File: src/rtl/aavg_pkg.sv
// ----------------------------------------------------------------------------
// aavg_pkg - shared types and constants for the discard-and-average block
// Field widths, register map codes and the control state encoding.
// ----------------------------------------------------------------------------
`default_nettype none

package aavg_pkg;

  localparam int SAMPLE_W   = 10;  // converter sample and average fields
  localparam int CFG_W      = 8;   // avg_count / discard_count registers
  localparam int IDX_W      = 9;   // sample index within a measurement
  // Sum of kept samples. Register changes between samples can stretch a
  // measurement to about 510 kept samples, so one bit above 18 is kept.
  localparam int SUM_W      = 19;
  localparam int DIVIDEND_W = SUM_W + 1;  // sum plus rounding term
  localparam int STEP_W     = 5;          // divide step counter
  localparam int ADDR_W     = 3;          // byte address of two 32-bit regs
  localparam int DATA_W     = 32;

  // Register index, taken from paddr[2]
  localparam logic REG_AVG_COUNT     = 1'b0;
  localparam logic REG_DISCARD_COUNT = 1'b1;

  typedef enum logic [2:0] {
    ST_IDLE = 3'b001,
    ST_DIV  = 3'b010,
    ST_DONE = 3'b100
  } aavg_state_e;

endpackage : aavg_pkg

`default_nettype wire

File: src/rtl/aavg_div.sv
// ----------------------------------------------------------------------------
// aavg_div - bit-serial restoring divider
// One quotient bit per cycle through a single narrow subtractor.
// ----------------------------------------------------------------------------
`default_nettype none

module aavg_div (
  input  wire logic                            clk_i,
  input  wire logic                            rst_ni,
  input  wire logic                            start_i,
  input  wire logic [aavg_pkg::DIVIDEND_W-1:0] dividend_i,
  input  wire logic [aavg_pkg::CFG_W-1:0]      divisor_i,
  output logic                                 done_o,
  output logic [aavg_pkg::DIVIDEND_W-1:0]      quotient_o
);
  import aavg_pkg::*;

  localparam logic [STEP_W-1:0] LastStep = STEP_W'(DIVIDEND_W - 1);

  logic                  busy_q, busy_d;
  logic                  done_q, done_d;
  logic [STEP_W-1:0]     step_q, step_d;
  logic [CFG_W-1:0]      rem_q, rem_d;
  logic [CFG_W-1:0]      dvs_q, dvs_d;
  logic [DIVIDEND_W-1:0] quo_q, quo_d;

  logic [CFG_W:0]        shifted;
  logic [CFG_W+1:0]      diff;
  logic                  fits;

  // remainder always stays below the divisor, so CFG_W bits hold it
  assign shifted = {rem_q, quo_q[DIVIDEND_W-1]};
  assign diff    = {1'b0, shifted} - {2'b00, dvs_q};
  assign fits    = ~diff[CFG_W+1];

  always_comb begin
    busy_d = busy_q;
    done_d = 1'b0;
    step_d = step_q;
    rem_d  = rem_q;
    dvs_d  = dvs_q;
    quo_d  = quo_q;
    if (start_i) begin
      busy_d = 1'b1;
      step_d = '0;
      rem_d  = '0;
      dvs_d  = divisor_i;
      quo_d  = dividend_i;
    end else if (busy_q) begin
      rem_d  = fits ? diff[CFG_W-1:0] : shifted[CFG_W-1:0];
      quo_d  = {quo_q[DIVIDEND_W-2:0], fits};
      step_d = step_q + 1'b1;
      if (step_q == LastStep) begin
        busy_d = 1'b0;
        done_d = 1'b1;
      end
    end
  end

  always_ff @(posedge clk_i or negedge rst_ni) begin
    if (!rst_ni) begin
      busy_q <= 1'b0;
      done_q <= 1'b0;
      step_q <= '0;
    end else begin
      busy_q <= busy_d;
      done_q <= done_d;
      step_q <= step_d;
    end
  end

  always_ff @(posedge clk_i) begin
    rem_q <= rem_d;
    dvs_q <= dvs_d;
    quo_q <= quo_d;
  end

  assign done_o     = done_q;
  assign quotient_o = quo_q;

endmodule : aavg_div

`default_nettype wire

File: src/rtl/adc_discard_and_average.sv
// ----------------------------------------------------------------------------
// adc_discard_and_average - block-averaging decimator with rounding
// Drops leading samples of a measurement, averages the next ones, emits one
// rounded and clamped mean per completed measurement.
// ----------------------------------------------------------------------------
// A sample with start_measurement set opens a measurement and is its first
// sample. The first discard_count samples are dropped, the next avg_count
// samples are summed, and after the last one a single average transfer is
// produced: (sum + count/2) / count, clamped to 2^ADC_BITS - 1 and cut to the
// 10-bit field. An avg_count of zero counts as one. Samples that arrive while
// no measurement is open are taken and ignored. Samples are taken with no
// stall while no average is under way. The closing sample starts a
// bit-serial divide through one shared subtractor, one quotient bit per
// cycle over 20 bits; the input stays stalled after it until the average is
// loaded, later if the previous average still waits on the output register.
// A pending average does not block samples that close no measurement.
// Registers sit at byte 0 (avg_count) and byte 4 (discard_count) and may be
// written between samples; the values current at each sample are used.
// ----------------------------------------------------------------------------
`default_nettype none

module adc_discard_and_average #(
  parameter int ADC_BITS = 10
) (
  input  wire logic                          clk_i,
  input  wire logic                          rst_ni,
  // sample channel
  input  wire logic                          in_valid_i,
  output logic                               in_stall_o,
  input  wire logic [aavg_pkg::SAMPLE_W-1:0] adc_sample_i,
  input  wire logic                          start_measurement_i,
  // average channel
  output logic                               out_valid_o,
  input  wire logic                          out_stall_i,
  output logic [aavg_pkg::SAMPLE_W-1:0]      average_o,
  // configuration port
  input  wire logic                          psel,
  input  wire logic                          penable,
  input  wire logic                          pwrite,
  input  wire logic [aavg_pkg::ADDR_W-1:0]   paddr,
  input  wire logic [aavg_pkg::DATA_W-1:0]   pwdata,
  output logic [aavg_pkg::DATA_W-1:0]        prdata,
  output logic                               pready
);
  import aavg_pkg::*;

  // converter maximum, one bit wider than the quotient for the compare
  localparam logic [DIVIDEND_W:0] MaxVal = (DIVIDEND_W+1)'((64'd1 << ADC_BITS) - 64'd1);

  // --------------------------------------------------------------------------
  // Configuration registers
  // --------------------------------------------------------------------------
  logic [CFG_W-1:0] avg_count_q, discard_count_q;
  logic             cfg_wr;

  assign pready = 1'b1;
  assign cfg_wr = psel & penable & pwrite;

  always_ff @(posedge clk_i or negedge rst_ni) begin
    if (!rst_ni) begin
      avg_count_q     <= CFG_W'(1);
      discard_count_q <= '0;
    end else if (cfg_wr) begin
      if (paddr[2] == REG_AVG_COUNT) begin
        avg_count_q <= pwdata[CFG_W-1:0];
      end else begin
        discard_count_q <= pwdata[CFG_W-1:0];
      end
    end
  end

  always_comb begin
    prdata = '0;
    case (paddr[2])
      REG_AVG_COUNT:     prdata[CFG_W-1:0] = avg_count_q;
      REG_DISCARD_COUNT: prdata[CFG_W-1:0] = discard_count_q;
      default:           prdata = '0;
    endcase
  end

  // --------------------------------------------------------------------------
  // Measurement tracking
  // --------------------------------------------------------------------------
  aavg_state_e state_q, state_d;

  logic                  measuring_q, measuring_d;
  logic [IDX_W-1:0]      idx_q, idx_d;
  logic [SUM_W-1:0]      sum_q, sum_d;

  logic                  in_xfer;
  logic [CFG_W-1:0]      count;
  logic                  div_start;
  logic [DIVIDEND_W-1:0] dividend;

  logic                  div_done;
  logic [DIVIDEND_W-1:0] quotient;

  assign in_stall_o = (state_q != ST_IDLE);
  assign in_xfer    = in_valid_i & ~in_stall_o;
  assign count      = (avg_count_q == '0) ? CFG_W'(1) : avg_count_q;

  always_comb begin
    logic             meas;
    logic [IDX_W-1:0] idx_base;
    logic [IDX_W-1:0] idx_inc;
    logic [IDX_W-1:0] thr;
    logic [SUM_W-1:0] sum_base;
    logic [SUM_W-1:0] sum_new;

    meas     = start_measurement_i | measuring_q;
    idx_base = start_measurement_i ? '0 : idx_q;
    sum_base = start_measurement_i ? '0 : sum_q;
    idx_inc  = idx_base + 1'b1;
    thr      = {1'b0, discard_count_q} + {1'b0, count};
    sum_new  = sum_base + SUM_W'(adc_sample_i);
    dividend = DIVIDEND_W'(sum_new) + DIVIDEND_W'(count[CFG_W-1:1]);

    measuring_d = measuring_q;
    idx_d       = idx_q;
    sum_d       = sum_q;
    div_start   = 1'b0;

    if (in_xfer && meas) begin
      measuring_d = 1'b1;
      if (idx_base < {1'b0, discard_count_q}) begin
        // still in the discard phase
        idx_d = idx_inc;
        sum_d = sum_base;
      end else if (idx_inc < thr) begin
        idx_d = idx_inc;
        sum_d = sum_new;
      end else begin
        // last kept sample: hand the rounded sum to the divider
        measuring_d = 1'b0;
        idx_d       = '0;
        sum_d       = '0;
        div_start   = 1'b1;
      end
    end
  end

  // --------------------------------------------------------------------------
  // Sequencer and output register
  // --------------------------------------------------------------------------
  logic                  out_valid_q, out_valid_d;
  logic [SAMPLE_W-1:0]   average_q, average_d;
  logic                  out_free;
  logic [DIVIDEND_W-1:0] clamped;

  assign out_free = ~out_valid_q | ~out_stall_i;
  assign clamped  = ({1'b0, quotient} > MaxVal) ? MaxVal[DIVIDEND_W-1:0] : quotient;

  always_comb begin
    state_d     = state_q;
    out_valid_d = out_valid_q & out_stall_i;
    average_d   = average_q;
    case (state_q)
      ST_IDLE: begin
        if (div_start) state_d = ST_DIV;
      end
      ST_DIV: begin
        if (div_done) state_d = ST_DONE;
      end
      ST_DONE: begin
        if (out_free) begin
          out_valid_d = 1'b1;
          average_d   = clamped[SAMPLE_W-1:0];
          state_d     = ST_IDLE;
        end
      end
      default: state_d = ST_IDLE;
    endcase
  end

  always_ff @(posedge clk_i or negedge rst_ni) begin
    if (!rst_ni) begin
      state_q     <= ST_IDLE;
      measuring_q <= 1'b0;
      idx_q       <= '0;
      sum_q       <= '0;
      out_valid_q <= 1'b0;
    end else begin
      state_q     <= state_d;
      measuring_q <= measuring_d;
      idx_q       <= idx_d;
      sum_q       <= sum_d;
      out_valid_q <= out_valid_d;
    end
  end

  always_ff @(posedge clk_i) begin
    average_q <= average_d;
  end

  assign out_valid_o = out_valid_q;
  assign average_o   = average_q;

  // --------------------------------------------------------------------------
  // Shared divide unit
  // --------------------------------------------------------------------------
  aavg_div u_div (
    .clk_i      (clk_i),
    .rst_ni     (rst_ni),
    .start_i    (div_start),
    .dividend_i (dividend),
    .divisor_i  (count),
    .done_o     (div_done),
    .quotient_o (quotient)
  );

endmodule : adc_discard_and_average

`default_nettype wire

File: config.mk
export PLATFORM = sky130hd
export DESIGN_NAME = adc_discard_and_average
export DESIGN_NICKNAME = d
export VERILOG_FILES = /design/src/rtl/aavg_pkg.sv /design/src/rtl/aavg_div.sv /design/src/rtl/adc_discard_and_average.sv
export SDC_FILE = /design/constraint.sdc
export NUM_CORES = 1
export LEC_CHECK = 0
export BUFFER_PORTS_ARGS = -buffer_cell sky130_fd_sc_hd__buf_4
export CORE_MARGIN = 2
export CORE_UTILIZATION = 35
export DETAILED_ROUTE_END_ITERATION = 8
export PLACE_DENSITY = 0.61
export RECOVER_POWER = 25
export SYNTH_ARGS = -nofsm -noshare
export SYNTH_HDL_FRONTEND = slang
export SYNTH_SLANG_ARGS = --single-unit
File: constraint.sdc
create_clock -name clk_i -period 5.5 [get_ports clk_i]
set_input_delay 0.55 -clock clk_i [delete_from_list [all_inputs] [get_ports clk_i]]
set_output_delay 0.55 -clock clk_i [all_outputs]
set_load 0.05 [all_outputs]
==> out/results.ini <==
[synthesis]
syn_area_per_cell_um2=9.78
synth_async_sr_flop_share_pct=54.9
synth.area.top_cells=dfrtp_1, edfxtp_1, ha_1, mux2_2, o21ai_0
synth_cell_types=71
syn-instance-count=703
synth_top_family_by_area=compound AO/OA/AOI/OAI gates
synth_xor_area_share_pct=5.44
synthFlopType=dfrtp_1
synth_compound_area_share_pct=17.7
synth.largest_area_cell=dfrtp_1
yosysSeqAreaShare_pct=39.3
synthMuxAreaShare_pct=4.71
synth_top_area_share_pct=19.7
synthSimpleGateAreaFrac_pct=16.2
synth_edf_count=38
synth.cell_area_mm2=0.00688
ys_warn_count=0
synthAdderAreaFrac_pct=10.3
ys_ff_latch=102

[global_routing]
grt_start_max_net_pins=57
grt_pass1_vias=4774
track_usage_pct=14.6
antenna_found_initial=0
grt_pass1_wl_um=24000
grt_overflow=0

[pwr]
p_seq_share_pct=40.9
power.density_mw_per_mm2=362
switching_share_pct=36.5
vdd_drop_max_v=0.000168
p_sw_mw=1.02
comb_power_share_pct=34.6
power.clock.fraction_pct=24.5
power_mw=2.78
p_leak_nw=3.36
p_int_mw=1.77

[placed_design]
place_ws_ps=1010
io_buffers=46
gp_congestion=0.798
dpl_cell_area_mm2=0.00740
placedCellCount=994
dp_hpwl_um=10600

[floorplanning]
core_mm2=0.0194
die-width_um=144
dieArea_mm2=0.0208
initial_core_util_pct=35.4
row_count=51
die_y_um=144
ios=98

[layout]
antenna_cells=0
stdcell_count=1010
layout_common_cells=nand2_1, dfrtp_1, o21ai_0
multi_input_comb_area_mm2=0.00383
layout-area-overhead-vs-synth_pct=12.0
layout-drive-gt1-share_pct=17.3
design_area_mm2=0.00770
seq_area_mm2=0.00271
layout.nets=847
fillers=1945

[route]
drc=0
ant_nets=0
wl_per_cell_um=14.5
wirelength_um=14700
first_pass_iters=4
drt-initial-drc-count=290
viasPerCell=4.94
num_vias=4992

[cts]
cts_setup_buffers=0
cts_tree=built
clock_latency_ps=360
cts.path.max_buffers=2
clk_pin_slew_ps=70
postCtsHoldBufs=0
cts_made_buffers=9
clock_tree.root_cell=clkbuf_16
post_cts_resized=0
cts_max_level=3
cts_num_sinks=102

[worst_hold_path]
min_path_type=input pin to flop
min_from=pwdata[4]

[critical_path]
cp_max_fo=45
cp.arrival_ps=4530
worstReg2RegStart=avg_count_q[2]
worstSetupPathType=flop to flop
cp-end-kind=flop
startpoint_type=flop
crit_required_ps=5540
critPathLaunch=avg_count_q[2]

[sta]
slew_headroom_pct=-122
rsz0062_at_grt=false
hold_violations=0
fin_worst_skew_ps=9.55
setup_violations=0
post-route-period-util_pct=81.6
fmax_mhz=223
worst_pin_slew_ps=3330
setup_slack_ps=1010
finalCriticalPeriod_ps=4490
finalSetupTns_ps=0
final_max_slew_viol_count=57

[flow_run]
drv_cap=1

[status]
status=complete, but fails checks
violations=max-capacitance violations, max-slew violations

[critical path, stage by stage (launching register included)]
cell and delay, ps:
dfrtp_1 510, nor4_1 300, a21o_1 210, ha_1 180, inv_1 50, fa_1 400
nor2b_1 120, o21ai_0 110, a21oi_1 200, o21ai_0 100, nand2b_1 110, xnor2_1 80
ha_1 290, o211ai_1 110, nor2_1 90, o21ai_0 90, a31oi_1 210, a211o_1 190
nand3_1 120, buf_4 300, nand2b_1 110, buf_4 270
[cell usage after synthesis, types with 3 or more instances]
cell type and count:
o211ai_2 3, inv_1 38, buf_4 25, o21bai_1 4, nor2_1 43, o21a_1 5, nor4_1 4, and4_1 3
nand2b_1 20, nand3_1 15, a31oi_1 6, edfxtp_1 38, mux2_2 27, nand4_1 5, nor2b_1 23, xor2_1 21
or2_2 16, a211oi_1 4, dfxtp_1 8, a21o_1 13, ha_1 50, nor3_1 7, o21ai_0 53, o211ai_1 7
xnor2_1 18, nand2_1 54, fa_1 4, dfrtp_1 54, or3_1 3, a21oi_1 35, a22o_1 21, nor3b_1 3
and3_1 3, clkbuf_1 21, o2111ai_1 3
[per-stage QoR]
| stage | hold WS (ps) | utilization (%) |
|---|---|---|
| after CTS | 311 | 39.7 |
| after global routing | 425 | 39.7 |
| after floorplan | 254 | - |
| after detailed placement | 467 | 38.2 |
| after global placement | 462 | 38.2 |
| final | 432 | 39.7 |
[layer usage]
metal | global-route usage (%) | up-vias | routed length [um]
met4 | 4.09 | 0 | 113
met1 | 20.9 | 2373 | 7660
li1 | - | 2535 | -
met3 | 2.22 | 8 | 379
met5 | 0 | - | 0
met2 | 23.0 | 76 | 6540
[worst paths after layout]
kind / to / slack (ps) / depth (start not counted)
worst max-delay path: u_div.quotient_o[3] / 1010 / 21
worst min-delay path: avg_count_q[4] / 430 / 2
worst max register to register: u_div.quotient_o[3] / 1010 / 21
worst min register to register: sum_q[8] / 480 / 2
max in group asynchronous: avg_count_q[3] / 2310 / 1
min in group asynchronous: u_div.step_q[0] / 1290 / 1
[flip-flops by register name, indices dropped and copies added, names as in the netlist, 3 cells and up]
signal,count
sum_q,19
idx_q,9
u_div.quotient_o,20
u_div.step_q,5
discard_count_q,8
u_div.rem_q,8
average_o,10
avg_count_q,8
state_q,3
u_div.dvs_q,8
[cell families after synthesis]
family | Yosys count
XOR/XNOR | 41
AND/OR/NAND/NOR | 212
multiplexers | 29
other | 2
buffers and inverters | 87
flip-flops | 102
AO/OA/AOI/OAI | 176
adder cells (fa/ha/maj) | 54
[final cells by class]
cell class                 count  area share (%)
multi-input combinational    537            49.7
inverter                      38            1.85
timing repair buffer          52            4.97
sequential                   102            35.1
clock inverter                 5           0.845
tap                          265            4.31
clock buffer                  11            3.15
[power by group through the flow]
| stage | sequential, mW | combinational [mW] | clock, mW |
|---|---|---|---|
| final | 1.14 | 0.964 | 0.682 |
| after global routing | 1.16 | 1.10 | 0.721 |
| after CTS | 1.14 | 0.974 | 0.694 |
| after detailed placement | 1.16 | 0.964 | 0 |
| after global placement | 1.15 | 0.949 | 0 |
| after floorplan | 1.08 | 0.808 | 0 |
Note: power is estimated with default switching activity, not from simulation.
